--- src/rtl/core/ple_pkg.sv ---
// Shared constants, types and codes of the positional list engine.
package ple_pkg;

   localparam int DEPTH = 16;

   localparam int VALUE_W = 32;
   localparam int POS_W = 7;
   localparam int OP_W = 3;
   localparam int STATUS_W = 2;
   localparam int ELEM_CNT_W = 5;

   // Fill count must hold DEPTH itself; a cell index only needs DEPTH - 1.
   localparam int CNT_W = $clog2(DEPTH + 1);
   localparam int IDX_W = $clog2(DEPTH);
   // Width in which positions and counts are compared without overflow.
   localparam int CMP_W = ((POS_W > CNT_W) ? POS_W : CNT_W) + 1;

   typedef enum logic [OP_W-1:0] {
      OP_INS_FIRST = 3'd0,
      OP_INS_LAST  = 3'd1,
      OP_INS_AT    = 3'd2,
      OP_DEL_FIRST = 3'd3,
      OP_DEL_LAST  = 3'd4,
      OP_DEL_AT    = 3'd5,
      OP_READ_ALL  = 3'd6
   } op_type;

   typedef enum logic [STATUS_W-1:0] {
      STATUS_OK      = 2'd0,
      STATUS_BAD_POS = 2'd1,
      STATUS_FULL    = 2'd2,
      STATUS_EMPTY   = 2'd3
   } status_type;

   typedef enum logic {
      STATE_IDLE,
      STATE_READOUT
   } ctrl_state_type;

   // Commands from the controller to the datapath.
   typedef struct packed {
      logic edit;      // apply the accepted item and load its single result
      logic rd_start;  // begin a read-out at the front cell
      logic rd_step;   // load the next read-out result
   } ctrl_cmd_type;

   // Status from the datapath to the controller.
   typedef struct packed {
      logic can_load;   // the result register is free or being emptied
      logic count_zero; // the list holds no element
      logic rd_last;    // the read-out pointer sits on the final element
   } dp_status_type;

endpackage

--- src/rtl/core/ple_if.sv ---
// Valid/ready channel interfaces for requests and responses.
interface ple_req_if;
   logic                        valid;
   logic                        ready;
   logic [ple_pkg::OP_W-1:0]    op;
   logic signed [ple_pkg::VALUE_W-1:0] value;
   logic [ple_pkg::POS_W-1:0]   position;

   modport source (output valid, output op, output value, output position, input ready);
   modport sink (input valid, input op, input value, input position, output ready);
endinterface

interface ple_rsp_if;
   logic                              valid;
   logic                              ready;
   logic [ple_pkg::STATUS_W-1:0]      status;
   logic [ple_pkg::ELEM_CNT_W-1:0]    element_count;
   logic signed [ple_pkg::VALUE_W-1:0] element;
   logic                              element_valid;
   logic                              last;

   modport source (output valid, output status, output element_count, output element,
                   output element_valid, output last, input ready);
   modport sink (input valid, input status, input element_count, input element,
                 input element_valid, input last, output ready);
endinterface

--- src/rtl/core/positional_list_engine.sv ---
// Top level of the positional list engine: controller and datapath.
//
// The engine holds an ordered list of up to DEPTH signed 32-bit values in a row
// of cells that shift left or right as a whole, so an insert or delete at the
// front, the back or any 1-based position is applied in the cycle in
// which the request transfer takes place, and its one status response (with
// the new element count) is ready to transfer on the next cycle. An edit that
// cannot be carried out leaves the list unchanged and reports an invalid
// position, a full list or an empty list. Edits run at one transfer per cycle
// as long as the response side keeps taking them; the response register lets
// a new request transfer in the same cycle as the previous response leaves.
// A read-all request streams the held elements front to back, one response
// per cycle while the response side keeps taking them, through the single read
// port of the cell row; requests are held off during the stream, and the final
// element carries last. A read-all of an empty list gives a single response
// marked empty. Reset clears the fill count, the response valid flag and the
// controller state only; cell contents need no clearing since cells beyond the
// count are never read.
module positional_list_engine (
   input  logic      clock,
   input  logic      reset,
   ple_req_if.sink   req_ch,
   ple_rsp_if.source rsp_ch
);

   ple_pkg::ctrl_cmd_type  cmd;
   ple_pkg::dp_status_type stat;

   // The controller decides from the opcode and the fill count whether a
   // request is an edit or the start of a read-out stream.
   ple_ctrl u_ctrl (
      .clock     (clock),
      .reset     (reset),
      .req_valid (req_ch.valid),
      .req_op    (req_ch.op),
      .req_ready (req_ch.ready),
      .stat      (stat),
      .cmd       (cmd)
   );

   // The datapath owns the cell row, the fill count and the response register.
   ple_datapath u_datapath (
      .clock        (clock),
      .reset        (reset),
      .cmd          (cmd),
      .stat         (stat),
      .req_op       (req_ch.op),
      .req_value    (req_ch.value),
      .req_position (req_ch.position),
      .rsp_ch       (rsp_ch)
   );

endmodule

--- src/rtl/core/ple_ctrl.sv ---
// Controller state machine sequencing edits and read-outs.
module ple_ctrl (
   input  logic                    clock,
   input  logic                    reset,
   input  logic                    req_valid,
   input  logic [ple_pkg::OP_W-1:0] req_op,
   output logic                    req_ready,
   input  ple_pkg::dp_status_type  stat,
   output ple_pkg::ctrl_cmd_type   cmd
);

   ple_pkg::ctrl_state_type state_ff, state_in;

   always_ff @(posedge clock) begin
      if (reset) begin
         state_ff <= ple_pkg::STATE_IDLE;
      end else begin
         state_ff <= state_in;
      end
   end

   always_comb begin
      state_in = state_ff;
      req_ready = 1'b0;
      cmd = '0;
      unique case (state_ff)
         ple_pkg::STATE_IDLE: begin
            req_ready = stat.can_load;
            if (req_valid && stat.can_load) begin
               if ((ple_pkg::op_type'(req_op) == ple_pkg::OP_READ_ALL) && !stat.count_zero) begin
                  cmd.rd_start = 1'b1;
                  state_in = ple_pkg::STATE_READOUT;
               end else begin
                  cmd.edit = 1'b1;
               end
            end
         end
         ple_pkg::STATE_READOUT: begin
            if (stat.can_load) begin
               cmd.rd_step = 1'b1;
               if (stat.rd_last) begin
                  state_in = ple_pkg::STATE_IDLE;
               end
            end
         end
         default: begin
            state_in = ple_pkg::STATE_IDLE;
         end
      endcase
   end

endmodule

--- src/rtl/core/ple_datapath.sv ---
// Shifting cell row, fill count, read-out pointer and response register.
module ple_datapath (
   input  logic                               clock,
   input  logic                               reset,
   input  ple_pkg::ctrl_cmd_type              cmd,
   output ple_pkg::dp_status_type             stat,
   input  logic [ple_pkg::OP_W-1:0]           req_op,
   input  logic signed [ple_pkg::VALUE_W-1:0] req_value,
   input  logic [ple_pkg::POS_W-1:0]          req_position,
   ple_rsp_if.source                          rsp_ch
);

   logic signed [ple_pkg::VALUE_W-1:0] cells_ff [ple_pkg::DEPTH];
   logic signed [ple_pkg::VALUE_W-1:0] cells_in [ple_pkg::DEPTH];
   logic [ple_pkg::CNT_W-1:0] count_ff, count_in;
   logic [ple_pkg::IDX_W-1:0] rd_idx_ff, rd_idx_in;

   logic                                rsp_valid_ff, rsp_valid_in;
   ple_pkg::status_type                 rsp_status_ff, rsp_status_in;
   logic [ple_pkg::ELEM_CNT_W-1:0]      rsp_count_ff, rsp_count_in;
   logic signed [ple_pkg::VALUE_W-1:0]  rsp_element_ff, rsp_element_in;
   logic                                rsp_elem_valid_ff, rsp_elem_valid_in;
   logic                                rsp_last_ff, rsp_last_in;

   // Edit decode.
   logic [ple_pkg::CMP_W-1:0] pos_c, cnt_c;
   logic                      full, do_ins, do_del;
   logic [ple_pkg::IDX_W-1:0] edit_idx;
   ple_pkg::status_type       edit_status;

   assign full = (count_ff == ple_pkg::CNT_W'(ple_pkg::DEPTH));
   assign pos_c = ple_pkg::CMP_W'(req_position);
   assign cnt_c = ple_pkg::CMP_W'(count_ff);

   always_comb begin
      do_ins = 1'b0;
      do_del = 1'b0;
      edit_idx = '0;
      edit_status = ple_pkg::STATUS_OK;
      unique case (ple_pkg::op_type'(req_op))
         ple_pkg::OP_INS_FIRST: begin
            if (full) edit_status = ple_pkg::STATUS_FULL;
            else do_ins = 1'b1;
         end
         ple_pkg::OP_INS_LAST: begin
            edit_idx = ple_pkg::IDX_W'(count_ff);
            if (full) edit_status = ple_pkg::STATUS_FULL;
            else do_ins = 1'b1;
         end
         ple_pkg::OP_INS_AT: begin
            edit_idx = ple_pkg::IDX_W'(pos_c - ple_pkg::CMP_W'(1));
            if ((pos_c == '0) || (pos_c > cnt_c + ple_pkg::CMP_W'(1))) begin
               edit_status = ple_pkg::STATUS_BAD_POS;
            end else if (full) begin
               edit_status = ple_pkg::STATUS_FULL;
            end else begin
               do_ins = 1'b1;
            end
         end
         ple_pkg::OP_DEL_FIRST: begin
            if (count_ff == '0) edit_status = ple_pkg::STATUS_EMPTY;
            else do_del = 1'b1;
         end
         ple_pkg::OP_DEL_LAST: begin
            edit_idx = ple_pkg::IDX_W'(cnt_c - ple_pkg::CMP_W'(1));
            if (count_ff == '0) edit_status = ple_pkg::STATUS_EMPTY;
            else do_del = 1'b1;
         end
         ple_pkg::OP_DEL_AT: begin
            edit_idx = ple_pkg::IDX_W'(pos_c - ple_pkg::CMP_W'(1));
            if ((pos_c == '0) || (pos_c > cnt_c)) edit_status = ple_pkg::STATUS_BAD_POS;
            else do_del = 1'b1;
         end
         ple_pkg::OP_READ_ALL: begin
            // Only reaches the edit path on an empty list.
            edit_status = ple_pkg::STATUS_EMPTY;
         end
         default: begin
            edit_status = ple_pkg::STATUS_OK;
         end
      endcase
   end

   // Cell row: every cell picks its own value, the new value, or its left or its right neighbour.
   always_comb begin
      for (int i = 0; i < ple_pkg::DEPTH; i++) begin
         cells_in[i] = cells_ff[i];
         if (cmd.edit && do_ins) begin
            if (ple_pkg::IDX_W'(i) == edit_idx) begin
               cells_in[i] = req_value;
            end else if ((i > 0) && (ple_pkg::IDX_W'(i) > edit_idx)) begin
               cells_in[i] = cells_ff[(i > 0) ? i - 1 : 0];
            end
         end else if (cmd.edit && do_del) begin
            if ((i < ple_pkg::DEPTH - 1) && (ple_pkg::IDX_W'(i) >= edit_idx)) begin
               cells_in[i] = cells_ff[(i < ple_pkg::DEPTH - 1) ? i + 1 : i];
            end
         end
      end
   end

   always_comb begin
      count_in = count_ff;
      if (cmd.edit && do_ins) count_in = count_ff + ple_pkg::CNT_W'(1);
      else if (cmd.edit && do_del) count_in = count_ff - ple_pkg::CNT_W'(1);
   end

   always_comb begin
      rd_idx_in = rd_idx_ff;
      if (cmd.rd_start) rd_idx_in = '0;
      else if (cmd.rd_step) rd_idx_in = rd_idx_ff + ple_pkg::IDX_W'(1);
   end

   assign stat.can_load = !rsp_valid_ff || rsp_ch.ready;
   assign stat.count_zero = (count_ff == '0);
   assign stat.rd_last = ((ple_pkg::CNT_W'(rd_idx_ff) + ple_pkg::CNT_W'(1)) == count_ff);

   always_comb begin
      rsp_valid_in = rsp_valid_ff && !rsp_ch.ready;
      rsp_status_in = rsp_status_ff;
      rsp_count_in = rsp_count_ff;
      rsp_element_in = rsp_element_ff;
      rsp_elem_valid_in = rsp_elem_valid_ff;
      rsp_last_in = rsp_last_ff;
      if (cmd.edit) begin
         rsp_valid_in = 1'b1;
         rsp_status_in = edit_status;
         rsp_count_in = ple_pkg::ELEM_CNT_W'(count_in);
         rsp_element_in = '0;
         rsp_elem_valid_in = 1'b0;
         rsp_last_in = 1'b1;
      end else if (cmd.rd_step) begin
         rsp_valid_in = 1'b1;
         rsp_status_in = ple_pkg::STATUS_OK;
         rsp_count_in = ple_pkg::ELEM_CNT_W'(count_ff);
         rsp_element_in = cells_ff[rd_idx_ff];
         rsp_elem_valid_in = 1'b1;
         rsp_last_in = stat.rd_last;
      end
   end

   always_ff @(posedge clock) begin
      if (reset) begin
         count_ff <= '0;
         rsp_valid_ff <= 1'b0;
      end else begin
         count_ff <= count_in;
         rsp_valid_ff <= rsp_valid_in;
      end
   end

   always_ff @(posedge clock) begin
      cells_ff <= cells_in;
      rd_idx_ff <= rd_idx_in;
      rsp_status_ff <= rsp_status_in;
      rsp_count_ff <= rsp_count_in;
      rsp_element_ff <= rsp_element_in;
      rsp_elem_valid_ff <= rsp_elem_valid_in;
      rsp_last_ff <= rsp_last_in;
   end

   assign rsp_ch.valid = rsp_valid_ff;
   assign rsp_ch.status = rsp_status_ff;
   assign rsp_ch.element_count = rsp_count_ff;
   assign rsp_ch.element = rsp_element_ff;
   assign rsp_ch.element_valid = rsp_elem_valid_ff;
   assign rsp_ch.last = rsp_last_ff;

endmodule

--- src/flat_wrapper.sv ---
// flat-port wrapper written by rule: the top's interface ports become plain ports
module positional_list_engine_flat 
  (clock, reset, req_ch_valid, req_ch_op, req_ch_value, req_ch_position, req_ch_ready, rsp_ch_valid, rsp_ch_status, rsp_ch_element_count, rsp_ch_element, rsp_ch_element_valid, rsp_ch_last, rsp_ch_ready);
  ple_req_if req_ch_i ();
  ple_rsp_if rsp_ch_i ();
  input  logic clock;
  input  logic reset;
  input wire logic [$bits(req_ch_i.valid)-1:0] req_ch_valid;
  input wire logic [$bits(req_ch_i.op)-1:0] req_ch_op;
  input wire logic [$bits(req_ch_i.value)-1:0] req_ch_value;
  input wire logic [$bits(req_ch_i.position)-1:0] req_ch_position;
  output wire logic [$bits(req_ch_i.ready)-1:0] req_ch_ready;
  output wire logic [$bits(rsp_ch_i.valid)-1:0] rsp_ch_valid;
  output wire logic [$bits(rsp_ch_i.status)-1:0] rsp_ch_status;
  output wire logic [$bits(rsp_ch_i.element_count)-1:0] rsp_ch_element_count;
  output wire logic [$bits(rsp_ch_i.element)-1:0] rsp_ch_element;
  output wire logic [$bits(rsp_ch_i.element_valid)-1:0] rsp_ch_element_valid;
  output wire logic [$bits(rsp_ch_i.last)-1:0] rsp_ch_last;
  input wire logic [$bits(rsp_ch_i.ready)-1:0] rsp_ch_ready;
  assign req_ch_i.valid = req_ch_valid;
  assign req_ch_i.op = req_ch_op;
  assign req_ch_i.value = req_ch_value;
  assign req_ch_i.position = req_ch_position;
  assign req_ch_ready = req_ch_i.ready;
  assign rsp_ch_valid = rsp_ch_i.valid;
  assign rsp_ch_status = rsp_ch_i.status;
  assign rsp_ch_element_count = rsp_ch_i.element_count;
  assign rsp_ch_element = rsp_ch_i.element;
  assign rsp_ch_element_valid = rsp_ch_i.element_valid;
  assign rsp_ch_last = rsp_ch_i.last;
  assign rsp_ch_i.ready = rsp_ch_ready;
  positional_list_engine u_core (.clock(clock), .reset(reset), .req_ch(req_ch_i), .rsp_ch(rsp_ch_i));
endmodule
--- config.mk ---
export PLATFORM = sky130hd
export DESIGN_NAME = positional_list_engine_flat
export DESIGN_NICKNAME = d
export VERILOG_FILES = /design/src/rtl/core/ple_pkg.sv /design/src/rtl/core/ple_if.sv /design/src/rtl/core/positional_list_engine.sv /design/src/rtl/core/ple_ctrl.sv /design/src/rtl/core/ple_datapath.sv /design/src/flat_wrapper.sv
export SDC_FILE = /design/constraint.sdc
export NUM_CORES = 1
export LEC_CHECK = 0
export BUFFER_PORTS_ARGS = -buffer_cell sky130_fd_sc_hd__buf_2
export CAP_MARGIN = 40
export CORE_MARGIN = 2
export CORE_UTILIZATION = 45
export DETAILED_ROUTE_END_ITERATION = 10
export PLACE_DENSITY = 0.59
export SLEW_MARGIN = 20
export SYNTH_ARGS = -nofsm -noshare
export SYNTH_HDL_FRONTEND = slang
export SYNTH_HIERARCHICAL = 1
export SYNTH_SLANG_ARGS = --single-unit
export TNS_END_PERCENT = 30
--- constraint.sdc ---
create_clock -name clock -period 7.1 [get_ports clock]
set_input_delay 0.71 -clock clock [delete_from_list [all_inputs] [get_ports clock]]
set_output_delay 0.71 -clock clock [all_outputs]
set_load 0.05 [all_outputs]
* After elaboration in Yosys (flattened, before gate mapping)
Index checks and enable logic that the tools add are counted.
Widths: inputs -> output; s select.
** Word-level totals
- Logic and storage cells :: 267
- Bits in registers :: 564
- Output and inout bits :: 43
- Input bits :: 46
** Operators by class
- Add/sub/neg operators :: 7
- Multiplexer cells :: 110
- Magnitude comparators :: 33
- Eq/ne operators :: 38
- Reduce and logical (&&, ||, !) cells :: 52
- Bitwise operators :: 2
** Operator list (number)
- $mux 32 :: 78
- $bmux 32 s4 :: 1
- $reduce_and 3->1 :: 15
- $reduce_bool 2->1 :: 18
- $eq 4x4->1 const A :: 8
- $gt 4x4->1 const A :: 8
- $ge 4x4->1 const A :: 7
- $ne 3x1->1 const B :: 9
- $mux 5 :: 4
- $eq 3x4->1 const A :: 4
- $ge 3x4->1 const A :: 4
- $gt 3x4->1 const A :: 4
- $mux 1 :: 15
- $ne 3x3->1 const B :: 5
- $mux 2 :: 7
- $pmux 4 s3 :: 1
- $pmux 2 s5 :: 1
- $eq 3x3->1 const B :: 3
- $eq 2x4->1 const A :: 2
- $ge 1x4->1 const A :: 2
- $ge 2x4->1 const A :: 2
- $gt 2x4->1 const A :: 2
- $logic_not 8->1 :: 1
- $sub 4x1->4 const B :: 2
- other kinds (26) :: 39

* Logic depth before layout (Yosys ltp)
Gate-level depths: netlist of the first run.
- Word-level depth :: 10
- Depth in mapped cells :: 17
- Gate-level depth less buffers :: 12

* Modules after synthesis
Netlist of the first run, hierarchy kept.
** Modules (own cells, without submodules)
- ple_datapath :: area each 32407.3 µm², times used 1, cells an instance 2739, seq. area each 16465.8 µm²
- ple_ctrl :: area each 92.6 µm², times used 1, cells an instance 9, seq. area each 20.0 µm²

* Least setup slack after synthesis of the first run
OpenSTA, ideal clock, no wires.
- Path kind :: input to register
- From :: in rsp_ch_ready
- To :: reg u_core/u_datapath/cells_ff[100] in the netlist's numbering (enable)
- Stages :: 12
- Library setup time :: 0.432 ns
- Data arrival time :: 4.534 ns
- Data required time :: 6.668 ns
- Path buffers :: 3
- Slack :: 2.134 ns
- Cells stage by stage :: nand2b_1 -> and2b_1 -> and3_2 -> o311ai_2 -> nor4b_1 -> a211oi_4 -> buf_4 -> inv_2 -> buf_6 -> buf_4 -> nor2_2 -> a21oi_1
** RTL lines
- start, declared :: RTL line flat_wrapper.sv:19 : input wire logic [$bits(rsp_ch_i.ready)-1:0] rsp_ch_ready;
- end signal, assigned :: RTL line ple_datapath.sv:153 : cells_ff <= cells_in;
- end, declared :: RTL line ple_datapath.sv:13 : logic signed [ple_pkg::VALUE_W-1:0] cells_ff [ple_pkg::DEPTH];

==> impl_metrics.tcl, run 1 <==
set metrics [dict create \
    drc 0 \
    cts_setup_buffers 0 \
    layout-drive-gt1-share_pct 19.08 \
    grt_setup_unrepaired "no" \
    areaGrowthSynthToFinish_pct 10.86 \
    clock_sinks 564 \
    async_flop_share_pct 0 \
    finalWirelength_um 94280 \
    start_kind "flop" \
    crit_path_cell_trace "inv_1 > nor3_1 > nand3_1 > ha_1 > nand4b_1 > a21oi_1 > a2111oi_1 > a211oi_4 > inv_6 > buf_4 > buf_4 > nand2_1 > o211ai_1" \
    utilization_pct 50.40 \
    fin_cells 3708 \
    layout_setup_ws_ps 1828 \
    placed_cells 3586 \
    fillers 6160 \
    cts_max_level 3 \
    multi_input_area_mm2 0.01479 \
    wl_per_cell_um 25.43 \
    crit_type "reg2reg" \
    grt_pass1_vias 22217 \
    crit_fanout 65 \
    antenna_found_initial 2 \
    synth_top_flop_cell "edfxtp_1" \
    maxSlewHeadroom_pct 26.88 \
    grt_use_total_pct 25.13 \
    critical_path_required_ps 7530 \
    regArea_mm2 0.01650 \
    power_switching_share_pct 29.17 \
    end_kind "flop" \
    postLayoutCellArea_mm2 0.03603 \
    start_util_pct 45.46 \
    hold_path.class "in2reg" \
    syn_area_mm2 0.03250 \
    fmax_ghz 0.1897 \
    cts_tree "yes" \
    syn_nets 2809 \
    grt_pass1_wl_um 142600 \
    cts-buffers-inserted 66 \
    hold_viol 0 \
    place_area_mm2 0.03379 \
    p_comb_share_pct 23.4 \
    core_area_mm2 0.07149 \
    dieHeight_um 272.7 \
    powerDensity_mw_per_mm2 278.5 \
    routabilityCongestion 0.8245 \
    slowest_delay_ps 670 \
    die_area_mm2 0.07439 \
    place.port_buffers 88 \
    tns_ps 0 \
    root_buffer "clkbuf_16" \
    vias 22998 \
    path_clk_slew_ps 60 \
    period_needed_ps 5272 \
    clkPwrFrac_pct 34.9 \
    dp_slack_ps 1825 \
    setup_violations 0 \
    io_pins 89 \
    switching_power_mw 2.927 \
    period_share_pct 74.26 \
    ant_nets 0 \
    leakagePower_nw 12.93 \
    critical-path-top-delay-family "buffers and inverters" \
    p_total_mw 10.04 \
    grt_max_degree 259 \
    syn_inst 2748 \
    finalNetCount 2767 \
    worstSkewPairLatency_ps 600 \
    place_hpwl_um 57530 \
    drt-vias-per-instance 6.202 \
    cp.buffers_inverters 4 \
    dr.pass1.iters 6 \
    drv_slew 0 \
    avgSynthCellArea_um2 11.83 \
    synth-seq-area-share_pct 50.73 \
    drt-initial-drc-count 2555 \
    grt_remaining_overflow 0 \
    synth-edff-count 519 \
    ys_warn_count 6 \
    seqPwrFrac_pct 41.6 \
    rows 98 \
    vdd_drop_max_v 0.0002042 \
    crit_top_cell "buf_4" \
    worst_pin_slew_ps 1097 \
    maxCapViolCount 0 \
    finalHoldWorstSlack_ps 437.7 \
    status "complete, no violations" \
    arrival_ps 5710 \
    ctsHoldBuffers 0 \
    p_int_mw 7.108 \
    crit_path_top_delay_cell "dfxtp_1" \
    fin_skew_ps 19.14 \
    dieWidth_um 272.7 \
    cts_resized 0 \
    synth.distinct_cells 75 \
    clockBufferDepth 3 \
    synth.ff_latch_count 564 \
]
layer usage:
metal / GRT usage, % / routed length (um) / vias to the layer above
met5: 0 / 0 / -
met4: 7.172 / 2068 / 0
met3: 3.726 / 7426 / 138
met2: 39.67 / 44000 / 1019
met1: 36.12 / 40790 / 11552
li1: - / - / 10289
synthesized netlist by cell type (all sizes together) (36+ instances only):
cell type  count  share of area (%)
buf          148                2.9
mux4         160                 11
nand3        127                2.1
mux2          36                1.3
dfxtp         45                2.8
mux2i        368                 11
clkbuf       112                1.3
o211ai       117                3.2
nor2          74               0.87
nand2        563                6.5
edfxtp       519                 48
o21ai        340                5.2
cell type report:
class | instances | area share [%]
antenna | 1 | 0.006945
clock buffer | 89 | 5.195
clock inverter | 30 | 0.9029
inverter | 13 | 0.1493
multi-input combinational | 1911 | 41.06
sequential | 564 | 45.79
tap | 950 | 3.299
timing repair buffer | 150 | 3.598
logic make-up after synthesis:
| group | count (synthesis) | share of synthesized area [%] |
|---|---|---|
| compound gates | 510 | 9.790 |
| xor+xnor | 14 | 0.3773 |
| fa+ha+maj | 15 | 0.5775 |
| buf+inv | 273 | 4.312 |
| flops | 564 | 50.73 |
| mux | 564 | 23.68 |
| simple gates | 808 | 10.54 |
state kept, by name (all words and copies together), names as in the netlist:
name                                    flops
u_core/u_datapath/cells_ff                512
u_core/u_datapath/rsp_ch.element           32
u_core/u_datapath/count_ff                  5
u_core/u_datapath/rsp_ch.element_count      5
u_core/u_datapath/rd_idx_ff                 4
u_core/u_datapath/rsp_ch.status             2
u_core/u_ctrl/state_ff                      1
u_core/u_datapath/rsp_ch.element_valid      1
u_core/u_datapath/rsp_ch.last               1
u_core/u_datapath/rsp_ch.valid              1
layout by cell type (no fill, tap or decap), types with 7 or more instances in the layout:
cell and instances:
clkinv_1 9, xnor2_1 9, o211ai_2 32, mux2i_1 368
nand3_1 121, clkbuf_1 13, o211ai_1 85, bufinv_16 7
clkbuf_16 69, mux2_2 35, mux4_2 160, o21ai_0 191
ha_1 15, nand2_1 562, nor3_1 9, buf_2 88
a21oi_1 12, buf_4 36, a21oi_4 8, clkbuf_8 7
buf_12 9, o21ai_1 149, nor2_1 66, clkinv_2 11
dfxtp_1 41, edfxtp_1 519, inv_1 11, buf_16 12
power by group through the flow:
stage / registers, mW / clock network, mW / logic [mW]
detailed placement: 4.24 / 0 / 2.35
global route: 4.21 / 3.70 / 2.52
floorplan: 4.15 / 0 / 1.72
global placement: 4.27 / 0 / 2.25
finish: 4.18 / 3.51 / 2.35
CTS: 4.17 / 3.58 / 2.36
worst paths after layout:
path | end | from | slack (ps) | cells past startpoint
max | u_core/u_datapath/cells_ff[371] | u_core/u_datapath/count_ff[2] | 1830 | 13
min reg2reg | u_core/u_datapath/rsp_ch.element_valid | u_core/u_datapath/rsp_ch.element_valid | 470 | 2
max reg2reg | u_core/u_datapath/cells_ff[371] | u_core/u_datapath/count_ff[2] | 1830 | 13
min | u_core/u_datapath/count_ff[4] | reset | 440 | 2
No activity file was read; power rests on OpenSTA's default activity.
==> run 2: changes to the inputs <==
ABC_AREA = 1   (was not set)
clock period = 4.9 ns   (was 7.1 ns; I/O delays follow)
==> run 2 against run 1 <==
Effect of this change: clock skew up 8.5 ps; utilization down 0.068 points; worst hold slack worse by 240 ps; wire length up 35%; flip-flop and latch count unchanged; power up 64%; non-clock buffer count up 50; global-route usage up 5.5 points; critical endpoint is now u_core/u_datapath/cells_ff[65]; largest cell class unchanged; largest power group unchanged.
==> impl_metrics.tcl, run 2 <==
set metrics [dict create \
    drt-initial-drc-count 3982 \
    core_area_mm2 0.07772 \
    cts_resized 0 \
    hold_viol 0 \
    ctsHoldBuffers 0 \
    worst_pin_slew_ps 1092 \
    utilization_pct 50.33 \
    powerDensity_mw_per_mm2 421.3 \
    period_needed_ps 4099 \
    grt_setup_unrepaired "no" \
    syn_nets 4970 \
    period_share_pct 83.65 \
    cts_setup_buffers 0 \
    cts_max_level 3 \
    critical_path_required_ps 5250 \
    root_buffer "clkbuf_16" \
    synth.top_cell.area_share_pct 43.95 \
    status "complete, no violations" \
    path_clk_slew_ps 60 \
    largest_reg_flops 512 \
    io_pins 89 \
    syn_inst 4909 \
    drv_slew 0 \
    hold_path.class "in2reg" \
    fillers 7715 \
    leakagePower_nw 17.87 \
    routabilityCongestion 0.8833 \
    worstSkewPairLatency_ps 610 \
    layout-drive-gt1-share_pct 7.271 \
    finalNetCount 4850 \
    antenna_found_initial 0 \
    syn_area_mm2 0.03546 \
    fmax_ghz 0.2440 \
    maxSlewHeadroom_pct 27.17 \
    cts_tree "yes" \
    start_util_pct 45.63 \
    areaGrowthSynthToFinish_pct 10.31 \
    finalWirelength_um 127300 \
    arrival_ps 4450 \
    synth-edff-count 519 \
    wl_per_cell_um 21.64 \
    place_hpwl_um 81450 \
    synth_top_flop_cell "edfxtp_1" \
    cts-buffers-inserted 69 \
    rows 102 \
    final_common_cell "nand2_1" \
    drc 0 \
    crit_fanout 99 \
    synth_top_area_cell "edfxtp_1" \
    yosysMostFrequentCell "nand2_1" \
    layout_setup_ws_ps 800.9 \
    tns_ps 0 \
    grt_pass1_wl_um 193600 \
    dp_slack_ps 825.2 \
    largest-register "u_core/u_datapath/cells_ff" \
    ant_nets 0 \
    vdd_drop_max_v 0.0003878 \
    ys_top_cells_by_count "nand2_1, nand3_1, inv_1" \
    finalHoldWorstSlack_ps 200.6 \
    end_kind "flop" \
    dieHeight_um 284.7 \
    crit_type "reg2reg" \
    clockBufferDepth 3 \
    p_total_mw 16.48 \
    maxCapViolCount 0 \
    synthTopCellsByArea "edfxtp_1, nand2_1, nand3_1" \
    synth.distinct_cells 38 \
    clock_sinks 564 \
    vias 33352 \
    multi_input_area_mm2 0.01552 \
    grt_use_total_pct 30.66 \
    grt_max_degree 178 \
    grt_remaining_overflow 0 \
    die_area_mm2 0.08107 \
    start_kind "flop" \
    synth-seq-area-share_pct 46.49 \
    grt_pass1_vias 30385 \
    async_flop_share_pct 0 \
    ys_warn_count 6 \
    synth.ff_latch_count 564 \
    dieWidth_um 284.7 \
    avgSynthCellArea_um2 7.224 \
    drt-vias-per-instance 5.671 \
    mostFrequentLayoutCells "nand2_1, nand3_1, inv_1" \
    fin_skew_ps 27.62 \
    dr.pass1.iters 6 \
    setup_violations 0 \
    regArea_mm2 0.01650 \
    place.port_buffers 88 \
    antennaDiodeCount 0 \
]
-- run 2: changes by cell type after synthesis, sizes merged, moves of 98 or more --
cell,before,now
a21oi,20,251
clkbuf,112,277
inv,13,537
mux2i,368,0
mux4,160,0
nand2,563,1779
nand3,127,580
nand4,1,202
o211ai,117,0
o21ai,340,438
-- run 2: area by class of cell --
class	instances	share of cell area (%)
Sequential cell	564	42.17
Multi-Input combinational cell	3413	39.67
Inverter	541	5.236
Clock buffer	104	5.037
Timing Repair Buffer	200	4.209
Tap cell	1040	3.326
Clock inverter	19	0.3518
-- run 2: worst paths after layout --
kind                            cells past startpoint                                  from                                    to  slack (ps)
worst max-delay path                               17         u_core/u_datapath/count_ff[0]        u_core/u_datapath/cells_ff[65]         800
worst min-delay path                                2                                 reset                u_core/u_ctrl/state_ff         200
worst max register to register                     17         u_core/u_datapath/count_ff[0]        u_core/u_datapath/cells_ff[65]         800
worst min register to register                      2  u_core/u_datapath/rsp_ch.element[31]  u_core/u_datapath/rsp_ch.element[31]         460
-- run 2: power breakdown --
part,switching [mW],internal [mW],leakage (nW),total (mW)
logic,4.02,1.46,11.7,5.48
clock network,2.09,2.87,1.03,4.96
registers,0.354,5.69,5.14,6.04
-- run 2: through the flow --
stage | instance area [um^2] | std cells
floorplan | 35470 | 4909
global placement | 36890 | 5752
detailed placement | 36990 | 5757
CTS | 39100 | 5880
global route | 39120 | 5881
finish | 39120 | 5881
-- run 2: critical path, cell delays in order, from the launching register on --
cell	delay (ps)
dfxtp_1	410
clkinv_1	290
nor3_1	410
nand3_1	140
ha_1	330
nand2_1	70
nand2_1	50
a31oi_1	150
nand2_1	70
nand2_1	80
nand2_1	50
o21ai_0	340
nand2_4	230
buf_12	250
buf_4	400
buf_12	240
nand2_1	80
o21ai_0	80
-- run 2: cell families after synthesis --
kind of cell / Yosys count / synth area share [%]
AOI/OAI and AO/OA: 716 / 10.49
DFF: 564 / 46.49
adders and majority gates: 15 / 0.5292
and+or+nand+nor: 2674 / 32.07
buffers and inverters: 932 / 10.22
xor gates and xnor gates: 8 / 0.1976
-- run 2: routing by layer --
layer	up-vias	part of all wire (%)	global-route usage [%]
li1	15978	-	-
met1	15476	43	45.17
met2	1725	43	46.06
met3	173	9.6	4.270
met4	0	3.5	10.70
met5	-	0	0
